==> src/rtl/core/tfd_pkg.sv <==
`timescale 1ns / 1ps
// Shared types and constants for the TLV frame deframer.
// No dependencies; the front, queue, back and top-level files refer to it by scoped names.
package tfd_pkg;

    localparam int HDR_BYTES      = 10;
    localparam int ATTR_HDR_BYTES = 6;
    localparam int QDEPTH         = 4;
    localparam int QAW            = (QDEPTH > 1) ? $clog2(QDEPTH) : 1;
    localparam int QCW            = $clog2(QDEPTH + 1);

    localparam logic KIND_VALUE   = 1'b0;
    localparam logic KIND_SUMMARY = 1'b1;

    typedef enum logic [2:0] {
        ST_OK           = 3'd0,
        ST_SHORT        = 3'd1,
        ST_MISMATCH     = 3'd2,
        ST_BAD_ATTR_LEN = 3'd3,
        ST_TRUNC_HDR    = 3'd4
    } t_status;

    typedef struct packed {
        logic        has_value;
        logic        has_summary;
        logic [15:0] attr_type;
        logic [15:0] attr_reserved;
        logic [7:0]  value_byte;
        logic        value_last;
        logic [15:0] value_index;
        logic [15:0] hdr_version;
        logic [15:0] hdr_message_id;
        logic [31:0] hdr_vendor;
        logic [15:0] hdr_total_length;
        t_status     status;
    } t_entry;

    typedef struct packed {
        logic        kind;
        logic [15:0] attr_type;
        logic [15:0] attr_reserved;
        logic [7:0]  value_byte;
        logic        value_last;
        logic [15:0] value_index;
        logic [15:0] hdr_version;
        logic [15:0] hdr_message_id;
        logic [31:0] hdr_vendor;
        logic [15:0] hdr_total_length;
        logic [2:0]  frame_status;
        logic        run_last;
    } t_result;

    typedef struct packed {
        logic full;
        logic empty;
    } t_q_stat;

endpackage

==> src/rtl/core/tfd_if.sv <==
`timescale 1ns / 1ps
// Valid/ready channel interfaces for the deframer byte input and result output.
// Depends on nothing; used by the front, back and top-level modules.
interface tfd_in_if;
    logic       valid;
    logic       ready;
    logic [7:0] data_byte;
    logic       frame_end;

    modport source(output valid, data_byte, frame_end, input ready);
    modport sink(input valid, data_byte, frame_end, output ready);
endinterface

interface tfd_out_if;
    logic        valid;
    logic        ready;
    logic        kind;
    logic [15:0] attr_type;
    logic [15:0] attr_reserved;
    logic [7:0]  value_byte;
    logic        value_last;
    logic [15:0] value_index;
    logic [15:0] hdr_version;
    logic [15:0] hdr_message_id;
    logic [31:0] hdr_vendor;
    logic [15:0] hdr_total_length;
    logic [2:0]  frame_status;
    logic        run_last;

    modport source(output valid, kind, attr_type, attr_reserved, value_byte, value_last,
                   value_index, hdr_version, hdr_message_id, hdr_vendor, hdr_total_length,
                   frame_status, run_last, input ready);
    modport sink(input valid, kind, attr_type, attr_reserved, value_byte, value_last,
                 value_index, hdr_version, hdr_message_id, hdr_vendor, hdr_total_length,
                 frame_status, run_last, output ready);
endinterface

==> src/rtl/core/tlv_frame_deframer_unit.sv <==
`timescale 1ns / 1ps
// Top level of the TLV frame deframer: front parser, work queue, result stage.
// Depends on tfd_pkg, tfd_if, tfd_front, tfd_queue and tfd_back.
//
// Usage:
//   i_in carries one frame byte per transaction with frame_end on the last
//   byte. o_out carries results: one per attribute value byte (kind 0), and
//   one frame summary (kind 1) on the frame-end byte, after its value result
//   if it has one. run_last marks the last result of each input byte.
//   Throughput is one byte per cycle while the queue is not full; the
//   frame-end byte that also carries a value byte yields two results in turn,
//   absorbed by the four-entry queue. An accepted byte is written into the
//   queue, and its first result is then loaded from the queue head into the
//   output register. Header and attribute-header bytes produce no results.
//   Reset clears the parser to the start of a frame and empties the queue and
//   output register. When the receiver stalls, the output register holds its
//   transaction, the queue fills, and i_in.ready drops once it is full.
module tlv_frame_deframer_unit (
    input  logic      i_clk,
    input  logic      i_rst_n,
    tfd_in_if.sink    i_in,
    tfd_out_if.source o_out
);

    logic             push;
    logic             pop;
    tfd_pkg::t_entry  entry;
    tfd_pkg::t_entry  head;
    tfd_pkg::t_q_stat q_stat;

    tfd_front u_front (
        .i_clk    (i_clk),
        .i_rst_n  (i_rst_n),
        .i_in     (i_in),
        .i_q_stat (q_stat),
        .o_push   (push),
        .o_entry  (entry)
    );

    tfd_queue u_queue (
        .i_clk   (i_clk),
        .i_rst_n (i_rst_n),
        .i_push  (push),
        .i_entry (entry),
        .i_pop   (pop),
        .o_head  (head),
        .o_stat  (q_stat)
    );

    tfd_back u_back (
        .i_clk    (i_clk),
        .i_rst_n  (i_rst_n),
        .i_head   (head),
        .i_q_stat (q_stat),
        .o_pop    (pop),
        .o_out    (o_out)
    );

endmodule

==> src/rtl/core/tfd_front.sv <==
`timescale 1ns / 1ps
// Front end: accepts frame bytes, tracks header and attribute parsing, and
// pushes one work entry per byte that yields results. Uses tfd_pkg, tfd_in_if.
module tfd_front (
    input  logic            i_clk,
    input  logic            i_rst_n,
    tfd_in_if.sink          i_in,
    input  tfd_pkg::t_q_stat i_q_stat,
    output logic            o_push,
    output tfd_pkg::t_entry o_entry
);

    typedef enum logic [1:0] {
        PH_HEADER,
        PH_ATTR_HEADER,
        PH_VALUE,
        PH_DISCARD
    } t_phase;

    t_phase           r_phase, n_phase;
    logic [15:0]      r_pos, n_pos;
    logic [15:0]      r_version, n_version;
    logic [15:0]      r_msg_id, n_msg_id;
    logic [31:0]      r_vendor, n_vendor;
    logic [15:0]      r_total, n_total;
    logic [47:0]      r_shift, n_shift;
    logic [2:0]       r_hcnt, n_hcnt;
    logic [15:0]      r_rem, n_rem;
    logic [15:0]      r_vidx, n_vidx;
    logic [15:0]      r_bound, n_bound;
    tfd_pkg::t_status r_err, n_err;

    logic        accept;
    logic [7:0]  b;
    logic [47:0] sh;
    logic [15:0] hlen;

    assign i_in.ready = !i_q_stat.full;
    assign accept     = i_in.valid && i_in.ready;
    assign b          = i_in.data_byte;
    assign sh         = {r_shift[39:0], b};
    assign hlen       = sh[31:16];

    always_comb begin
        n_phase   = r_phase;
        n_pos     = r_pos;
        n_version = r_version;
        n_msg_id  = r_msg_id;
        n_vendor  = r_vendor;
        n_total   = r_total;
        n_shift   = r_shift;
        n_hcnt    = r_hcnt;
        n_rem     = r_rem;
        n_vidx    = r_vidx;
        n_bound   = r_bound;
        n_err     = r_err;
        o_entry   = '0;

        if (r_pos != 16'hFFFF) begin
            n_pos = r_pos + 16'd1;
        end

        case (r_phase)
            PH_HEADER: begin
                if (r_pos < 16'd2) begin
                    n_version = {r_version[7:0], b};
                end else if (r_pos < 16'd4) begin
                    n_msg_id = {r_msg_id[7:0], b};
                end else if (r_pos < 16'd8) begin
                    n_vendor = {r_vendor[23:0], b};
                end else begin
                    n_total = {r_total[7:0], b};
                end
                if (r_pos >= 16'(tfd_pkg::HDR_BYTES - 1)) begin
                    n_phase = PH_ATTR_HEADER;
                end
            end
            PH_ATTR_HEADER: begin
                n_shift = sh;
                n_hcnt  = r_hcnt + 3'd1;
                if (r_hcnt == 3'(tfd_pkg::ATTR_HDR_BYTES - 1)) begin
                    n_hcnt = '0;
                    if (hlen < 16'(tfd_pkg::ATTR_HDR_BYTES)) begin
                        n_err   = tfd_pkg::ST_BAD_ATTR_LEN;
                        n_phase = PH_DISCARD;
                    end else begin
                        n_bound = r_bound + hlen;
                        n_rem   = hlen - 16'(tfd_pkg::ATTR_HDR_BYTES);
                        n_vidx  = '0;
                        if (hlen != 16'(tfd_pkg::ATTR_HDR_BYTES)) begin
                            n_phase = PH_VALUE;
                        end
                    end
                end
            end
            PH_VALUE: begin
                o_entry.has_value     = 1'b1;
                o_entry.attr_type     = r_shift[15:0];
                o_entry.attr_reserved = r_shift[47:32];
                o_entry.value_byte    = b;
                o_entry.value_last    = (r_rem == 16'd1);
                o_entry.value_index   = r_vidx;
                n_rem  = r_rem - 16'd1;
                n_vidx = r_vidx + 16'd1;
                if (r_rem == 16'd1) begin
                    n_phase = PH_ATTR_HEADER;
                end
            end
            default: begin
            end
        endcase

        if (i_in.frame_end) begin
            o_entry.has_summary      = 1'b1;
            o_entry.hdr_version      = n_version;
            o_entry.hdr_message_id   = n_msg_id;
            o_entry.hdr_vendor       = n_vendor;
            o_entry.hdr_total_length = n_total;
            if (r_pos < 16'(tfd_pkg::HDR_BYTES - 1)) begin
                o_entry.status = tfd_pkg::ST_SHORT;
            end else if (n_err != tfd_pkg::ST_OK) begin
                o_entry.status = n_err;
            end else if (n_phase == PH_ATTR_HEADER && n_hcnt != 3'd0) begin
                o_entry.status = tfd_pkg::ST_TRUNC_HDR;
            end else if (n_bound != n_total) begin
                o_entry.status = tfd_pkg::ST_MISMATCH;
            end else begin
                o_entry.status = tfd_pkg::ST_OK;
            end
            n_phase   = PH_HEADER;
            n_pos     = '0;
            n_version = '0;
            n_msg_id  = '0;
            n_vendor  = '0;
            n_total   = '0;
            n_shift   = '0;
            n_hcnt    = '0;
            n_rem     = '0;
            n_vidx    = '0;
            n_bound   = 16'(tfd_pkg::HDR_BYTES);
            n_err     = tfd_pkg::ST_OK;
        end
    end

    assign o_push = accept && (o_entry.has_value || o_entry.has_summary);

    always_ff @(posedge i_clk) begin
        if (!i_rst_n) begin
            r_phase   <= PH_HEADER;
            r_pos     <= '0;
            r_version <= '0;
            r_msg_id  <= '0;
            r_vendor  <= '0;
            r_total   <= '0;
            r_shift   <= '0;
            r_hcnt    <= '0;
            r_rem     <= '0;
            r_vidx    <= '0;
            r_bound   <= 16'(tfd_pkg::HDR_BYTES);
            r_err     <= tfd_pkg::ST_OK;
        end else if (accept) begin
            r_phase   <= n_phase;
            r_pos     <= n_pos;
            r_version <= n_version;
            r_msg_id  <= n_msg_id;
            r_vendor  <= n_vendor;
            r_total   <= n_total;
            r_shift   <= n_shift;
            r_hcnt    <= n_hcnt;
            r_rem     <= n_rem;
            r_vidx    <= n_vidx;
            r_bound   <= n_bound;
            r_err     <= n_err;
        end
    end

    a_frame_end_clears: assert property (@(posedge i_clk) disable iff (!i_rst_n)
        accept && i_in.frame_end |=> r_phase == PH_HEADER && r_pos == 16'd0 &&
            r_bound == 16'(tfd_pkg::HDR_BYTES))
        else $error("state not cleared after frame end");

    a_value_pushed: assert property (@(posedge i_clk) disable iff (!i_rst_n)
        accept && r_phase == PH_VALUE |-> o_push && o_entry.has_value)
        else $error("value byte not pushed");

endmodule

==> src/rtl/core/tfd_queue.sv <==
`timescale 1ns / 1ps
// Short work queue between the deframer front and back ends.
// Uses tfd_pkg for the entry type and depth.
module tfd_queue (
    input  logic             i_clk,
    input  logic             i_rst_n,
    input  logic             i_push,
    input  tfd_pkg::t_entry  i_entry,
    input  logic             i_pop,
    output tfd_pkg::t_entry  o_head,
    output tfd_pkg::t_q_stat o_stat
);

    tfd_pkg::t_entry            r_mem [tfd_pkg::QDEPTH];
    logic [tfd_pkg::QAW-1:0]    r_wr, r_rd;
    logic [tfd_pkg::QCW-1:0]    r_cnt;

    assign o_head       = r_mem[r_rd];
    assign o_stat.full  = (r_cnt == tfd_pkg::QCW'(tfd_pkg::QDEPTH));
    assign o_stat.empty = (r_cnt == '0);

    always_ff @(posedge i_clk) begin
        if (i_push) begin
            r_mem[r_wr] <= i_entry;
        end
    end

    always_ff @(posedge i_clk) begin
        if (!i_rst_n) begin
            r_wr  <= '0;
            r_rd  <= '0;
            r_cnt <= '0;
        end else begin
            if (i_push) begin
                r_wr <= (r_wr == tfd_pkg::QAW'(tfd_pkg::QDEPTH - 1)) ? '0 :
                        r_wr + tfd_pkg::QAW'(1);
            end
            if (i_pop) begin
                r_rd <= (r_rd == tfd_pkg::QAW'(tfd_pkg::QDEPTH - 1)) ? '0 :
                        r_rd + tfd_pkg::QAW'(1);
            end
            case ({i_push, i_pop})
                2'b10:   r_cnt <= r_cnt + tfd_pkg::QCW'(1);
                2'b01:   r_cnt <= r_cnt - tfd_pkg::QCW'(1);
                default: r_cnt <= r_cnt;
            endcase
        end
    end

    a_no_overflow: assert property (@(posedge i_clk) disable iff (!i_rst_n)
        i_push |-> !o_stat.full)
        else $error("push into full queue");

    a_no_underflow: assert property (@(posedge i_clk) disable iff (!i_rst_n)
        i_pop |-> !o_stat.empty)
        else $error("pop from empty queue");

endmodule

==> src/rtl/core/tfd_back.sv <==
`timescale 1ns / 1ps
// Back end: expands queued entries into value and summary results and holds
// them in the output register. Uses tfd_pkg, tfd_out_if.
module tfd_back (
    input  logic             i_clk,
    input  logic             i_rst_n,
    input  tfd_pkg::t_entry  i_head,
    input  tfd_pkg::t_q_stat i_q_stat,
    output logic             o_pop,
    tfd_out_if.source        o_out
);

    logic              r_valid, n_valid;
    logic              r_second, n_second;
    tfd_pkg::t_result  r_res, n_res;
    logic              load;

    assign load = !r_valid || o_out.ready;

    always_comb begin
        n_valid  = r_valid;
        n_second = r_second;
        n_res    = r_res;
        o_pop    = 1'b0;
        if (load) begin
            n_valid = !i_q_stat.empty;
            n_res   = '0;
            if (!i_q_stat.empty) begin
                if (i_head.has_value && !r_second) begin
                    n_res.kind          = tfd_pkg::KIND_VALUE;
                    n_res.attr_type     = i_head.attr_type;
                    n_res.attr_reserved = i_head.attr_reserved;
                    n_res.value_byte    = i_head.value_byte;
                    n_res.value_last    = i_head.value_last;
                    n_res.value_index   = i_head.value_index;
                    n_res.run_last      = !i_head.has_summary;
                    n_second            = i_head.has_summary;
                    o_pop               = !i_head.has_summary;
                end else begin
                    n_res.kind             = tfd_pkg::KIND_SUMMARY;
                    n_res.hdr_version      = i_head.hdr_version;
                    n_res.hdr_message_id   = i_head.hdr_message_id;
                    n_res.hdr_vendor       = i_head.hdr_vendor;
                    n_res.hdr_total_length = i_head.hdr_total_length;
                    n_res.frame_status     = i_head.status;
                    n_res.run_last         = 1'b1;
                    n_second               = 1'b0;
                    o_pop                  = 1'b1;
                end
            end
        end
    end

    always_ff @(posedge i_clk) begin
        if (!i_rst_n) begin
            r_valid  <= 1'b0;
            r_second <= 1'b0;
        end else begin
            r_valid  <= n_valid;
            r_second <= n_second;
        end
        r_res <= n_res;
    end

    assign o_out.valid            = r_valid;
    assign o_out.kind             = r_res.kind;
    assign o_out.attr_type        = r_res.attr_type;
    assign o_out.attr_reserved    = r_res.attr_reserved;
    assign o_out.value_byte       = r_res.value_byte;
    assign o_out.value_last       = r_res.value_last;
    assign o_out.value_index      = r_res.value_index;
    assign o_out.hdr_version      = r_res.hdr_version;
    assign o_out.hdr_message_id   = r_res.hdr_message_id;
    assign o_out.hdr_vendor       = r_res.hdr_vendor;
    assign o_out.hdr_total_length = r_res.hdr_total_length;
    assign o_out.frame_status     = r_res.frame_status;
    assign o_out.run_last         = r_res.run_last;

    a_second_has_summary: assert property (@(posedge i_clk) disable iff (!i_rst_n)
        r_second |-> !i_q_stat.empty && i_head.has_summary)
        else $error("summary pending without queued summary");

endmodule
==> src/flat_wrapper.sv <==
// flat-port wrapper written by rule: the top's interface ports become plain ports
module tlv_frame_deframer_unit_flat 
  (i_clk, i_rst_n, i_in_valid, i_in_data_byte, i_in_frame_end, i_in_ready, o_out_valid, o_out_kind, o_out_attr_type, o_out_attr_reserved, o_out_value_byte, o_out_value_last, o_out_value_index, o_out_hdr_version, o_out_hdr_message_id, o_out_hdr_vendor, o_out_hdr_total_length, o_out_frame_status, o_out_run_last, o_out_ready);
  tfd_in_if i_in_i ();
  tfd_out_if o_out_i ();
  input  logic i_clk;
  input  logic i_rst_n;
  input wire logic [$bits(i_in_i.valid)-1:0] i_in_valid;
  input wire logic [$bits(i_in_i.data_byte)-1:0] i_in_data_byte;
  input wire logic [$bits(i_in_i.frame_end)-1:0] i_in_frame_end;
  output wire logic [$bits(i_in_i.ready)-1:0] i_in_ready;
  output wire logic [$bits(o_out_i.valid)-1:0] o_out_valid;
  output wire logic [$bits(o_out_i.kind)-1:0] o_out_kind;
  output wire logic [$bits(o_out_i.attr_type)-1:0] o_out_attr_type;
  output wire logic [$bits(o_out_i.attr_reserved)-1:0] o_out_attr_reserved;
  output wire logic [$bits(o_out_i.value_byte)-1:0] o_out_value_byte;
  output wire logic [$bits(o_out_i.value_last)-1:0] o_out_value_last;
  output wire logic [$bits(o_out_i.value_index)-1:0] o_out_value_index;
  output wire logic [$bits(o_out_i.hdr_version)-1:0] o_out_hdr_version;
  output wire logic [$bits(o_out_i.hdr_message_id)-1:0] o_out_hdr_message_id;
  output wire logic [$bits(o_out_i.hdr_vendor)-1:0] o_out_hdr_vendor;
  output wire logic [$bits(o_out_i.hdr_total_length)-1:0] o_out_hdr_total_length;
  output wire logic [$bits(o_out_i.frame_status)-1:0] o_out_frame_status;
  output wire logic [$bits(o_out_i.run_last)-1:0] o_out_run_last;
  input wire logic [$bits(o_out_i.ready)-1:0] o_out_ready;
  assign i_in_i.valid = i_in_valid;
  assign i_in_i.data_byte = i_in_data_byte;
  assign i_in_i.frame_end = i_in_frame_end;
  assign i_in_ready = i_in_i.ready;
  assign o_out_valid = o_out_i.valid;
  assign o_out_kind = o_out_i.kind;
  assign o_out_attr_type = o_out_i.attr_type;
  assign o_out_attr_reserved = o_out_i.attr_reserved;
  assign o_out_value_byte = o_out_i.value_byte;
  assign o_out_value_last = o_out_i.value_last;
  assign o_out_value_index = o_out_i.value_index;
  assign o_out_hdr_version = o_out_i.hdr_version;
  assign o_out_hdr_message_id = o_out_i.hdr_message_id;
  assign o_out_hdr_vendor = o_out_i.hdr_vendor;
  assign o_out_hdr_total_length = o_out_i.hdr_total_length;
  assign o_out_frame_status = o_out_i.frame_status;
  assign o_out_run_last = o_out_i.run_last;
  assign o_out_i.ready = o_out_ready;
  tlv_frame_deframer_unit u_core (.i_clk(i_clk), .i_rst_n(i_rst_n), .i_in(i_in_i), .o_out(o_out_i));
endmodule
==> config.mk <==
export PLATFORM = sky130hd
export DESIGN_NAME = tlv_frame_deframer_unit_flat
export DESIGN_NICKNAME = d
export VERILOG_FILES = /design/src/rtl/core/tfd_pkg.sv /design/src/rtl/core/tfd_if.sv /design/src/rtl/core/tlv_frame_deframer_unit.sv /design/src/rtl/core/tfd_front.sv /design/src/rtl/core/tfd_queue.sv /design/src/rtl/core/tfd_back.sv /design/src/flat_wrapper.sv
export SDC_FILE = /design/constraint.sdc
export NUM_CORES = 1
export LEC_CHECK = 0
export ABC_CLOCK_PERIOD_IN_PS = 14400
export BUFFER_PORTS_ARGS = -buffer_cell sky130_fd_sc_hd__buf_2
export CAP_MARGIN = 10
export CORE_UTILIZATION = 32
export DETAILED_ROUTE_END_ITERATION = 12
export GPL_TIMING_DRIVEN = 1
export SYNTH_ARGS = -nofsm -noshare
export SYNTH_HDL_FRONTEND = slang
export SYNTH_SLANG_ARGS = --single-unit
==> constraint.sdc <==
create_clock -name i_clk -period 14.4 [get_ports i_clk]
set_input_delay 0.72 -clock i_clk [delete_from_list [all_inputs] [get_ports i_clk]]
set_output_delay 0.72 -clock i_clk [all_outputs]
set_load 0.05 [all_outputs]
==> impl_metrics.yaml <==
grt:
  grt_pass1_vias: 21000
  antenna_found_initial: 1
  grt_usage_pct: 14.2
  grt_pass1_wl_microns: 129000
  grt_start_max_net_pins: 85
  overflow: 0
synth:
  synth_top_area_cell: "edfxtp_1"
  synth_async_sr_flop_share_pct: 0
  synth_area_leaders: "edfxtp_1 57%, dfxtp_1 11%, mux4_2 8.6%"
  synthesis.area_sq_mm: 0.0371
  synth_top_area_share_pct: 57.4
  synth.distinct_cells: 61
  synth_edf_count: 710
  synthesis.nets: 2553
  ys.flop_type: "edfxtp_1"
  post-synth-top-count-cell: "edfxtp_1"
  avgSynthCellArea_sq_um: 14.8
  synth_cells: 2510
  seq_area_frac_synth_pct: 68.8
  synthTopCellsByCount: "710 x edfxtp_1, 228 x nor2b_1, 211 x dfxtp_1, 190 x nand2_1, 143 x a22oi_1"
  ys_ff_latch: 921
  ys_warn_count: 0
floorplan:
  die_area_sq_mm: 0.117
  core_sq_mm: 0.115
  die_w_microns: 343
  rows: 124
  dieHeight_microns: 343
  start_util_pct: 32.4
  pin_count: 157
job:
  drv_cap: 0
setup_path:
  crit_required_ns: 14.67
  endpoint_kind: "flop"
  critPathArrivalTime_ns: 4.40
  r2r_cells: 7
  startpoint_type: "flop"
  regToRegSetupSlack_ns: 10.27
  critical_path_class: "reg2reg"
  worstPathMaxFanout: 76
drt:
  drtAntennaViolNets: 0
  wirelength_microns: 84400
  via_per_inst: 4.95
  vias: 20900
  drt_iter0_drc: 1792
  wl_per_cell_microns: 20.0
  dr.pass1.iters: 9
  drc: 10
power_and_ir_drop:
  cellPowerDensity_mw_per_mm2: 166
  p_leak_nw: 14.5
  peakVddDrop_uv: 102
timing:
  slew-limit-headroom_pct: 23.0
  whs_ns: 0.450
  fmaxAchievable_mhz: 242
  tightest_slew_ns: 1.15
  clock_skew_ns: 0.0337
  setup_viol: 0
  fin_crit_ns: 4.13
  hold_viol: 0
  rsz0062_at_grt: "no"
  tns_ns: 0
  finalCritPeriodShare_pct: 28.7
  finalMaxSlewViolations: 0
worst_hold_path:
  min_delay_path_depth: 2
  hold_class: "in2reg"
placed_design:
  io_buffers: 156
  gp_congestion: 0.851
  dp_hpwl_microns: 52500
cells_and_area:
  syn_to_final_growth_pct: 14.5
  drive_gt1_share_pct: 17.9
  antenna_cells: 0
  nNetsFinal: 2688
clock_tree:
  cts_tree: "built"
  clk_latency_ns: 0.66
  htreeDepth: 3
  cts-resized-gates: 0
  clkSinkCount: 921
  ctsHoldBuffers: 0
  clkSlewWorstSetupHoldPaths_ns: 0.07
  cts_buffers: 87
  cts_setup_buffers: 0
  cts.path.max_buffers: 3
  root_buffer: "clkbuf_16"
status:
  outcome: "finished with violations"
  violations: "design-rule violations"
kinds of logic (layout without fill, tap and decap cells):
group / after synthesis / count (layout) / synth area share, %
AO/OA/AOI/OAI: 358 / 358 / 6.26
XOR/XNOR: 65 / 65 / 1.53
adder cells (fa/ha/maj): 30 / 30 / 1.05
buffers and inverters: 169 / 378 / 1.73
flip-flops: 921 / 921 / 68.8
multiplexers: 169 / 169 / 9.38
AND/OR/NAND/NOR: 798 / 798 / 11.2
metrics by stage:
| stage | instance area (sq um) | std cells | power, mW | worst slack [ns] | util (%) |
|---|---|---|---|---|---|
| after floorplan | 37100 | 2510 | 4.41 | 8.34 | - |
| after global placement | 39600 | 4067 | 4.83 | 10.37 | 34.5 |
| after detailed placement | 39600 | 4067 | 4.83 | 10.24 | 34.5 |
| after CTS | 42500 | 4230 | 7.17 | 10.23 | 37.1 |
| after global routing | 42500 | 4231 | 7.34 | 9.93 | 37.1 |
| final | 42500 | 4231 | 7.07 | 10.27 | 37.1 |
sequential cells by signal, summed over array words and instances (netlist names), 8 cells and up, named ones only:
signal                                count
u_core.u_front.r_total                   16
u_core.u_front.r_msg_id                  16
u_core.u_front.r_vidx                    16
u_core.u_back.o_out.value_byte            8
u_core.u_front.r_rem                     16
u_core.u_back.o_out.hdr_version          16
u_core.u_queue.r_mem                    568
u_core.u_back.o_out.attr_type            16
u_core.u_front.r_version                 16
u_core.u_back.o_out.hdr_vendor           32
u_core.u_back.o_out.value_index          16
u_core.u_front.r_vendor                  32
u_core.u_back.o_out.hdr_message_id       16
u_core.u_front.r_shift                   48
u_core.u_back.o_out.hdr_total_length     16
u_core.u_front.r_bound                   16
u_core.u_front.r_pos                     16
u_core.u_back.o_out.attr_reserved        16
per-layer routing:
layer,GRT usage [%],vias to the layer above,share of wire [%]
li1,-,9753,-
met1,19.4,10600,45
met2,23.5,490,49
met3,2.29,102,4.7
met4,3.69,0,1.8
met5,0,-,0
cell type report:
type / count / area, sq um
Fill cell: 10700 / 72200
Sequential cell: 921 / 25600
Multi-Input combinational cell: 1420 / 11000
Clock buffer: 116 / 2360
Tap cell: 1512 / 1890
Timing Repair Buffer: 189 / 1030
Clock inverter: 47 / 572
Inverter: 26 / 97.6
power breakdown:
| group | switching, mW | total, mW | internal (mW) |
|---|---|---|---|
| Sequential | 0.0847 | 3.19 | 3.11 |
| Clock | 1.00 | 2.33 | 1.33 |
| Combinational | 1.09 | 1.54 | 0.447 |
cell usage in the layout, fill, tap and decap left out, drive strengths merged, types with 4 or more instances in the layout:
master and count:
a21boi 6, a21oi 107, a22oi 143, and2 73, and3 62, buf 189, bufinv 9, clkbuf 116
clkinv 34, dfxtp 211, edfxtp 710, ha 28, inv 27, mux2i 27, mux4 142, nand2 190
nand2b 11, nand3 26, nand4 12, nor2 122, nor2b 228, nor3 31, nor3b 4, nor4 12
o211ai 4, o21a 7, o21ai 56, o31ai 4, or3 15, or4 6, xnor2 34, xor2 31
path summary, 6_finish.rpt:
check	start	end
worst min-delay path	i_rst_n	u_core.u_front.r_bound[1]
worst min register to register	u_core.u_front.r_rem[13]	u_core.u_front.r_rem[13]
worst max-delay path	u_core.u_front.r_phase[1]	u_core.u_queue.r_mem[2][71]
worst max register to register	u_core.u_front.r_phase[1]	u_core.u_queue.r_mem[2][71]
critical path, stage by stage (launching register included):
cell	delay (ns)
dfxtp_1	0.49
nand2b_1	0.39
clkinv_1	0.12
buf_4	0.61
nor2_1	0.26
nor2_1	0.35
and2_4	0.61
buf_4	0.76
Note: power is estimated with default switching activity, not from simulation.
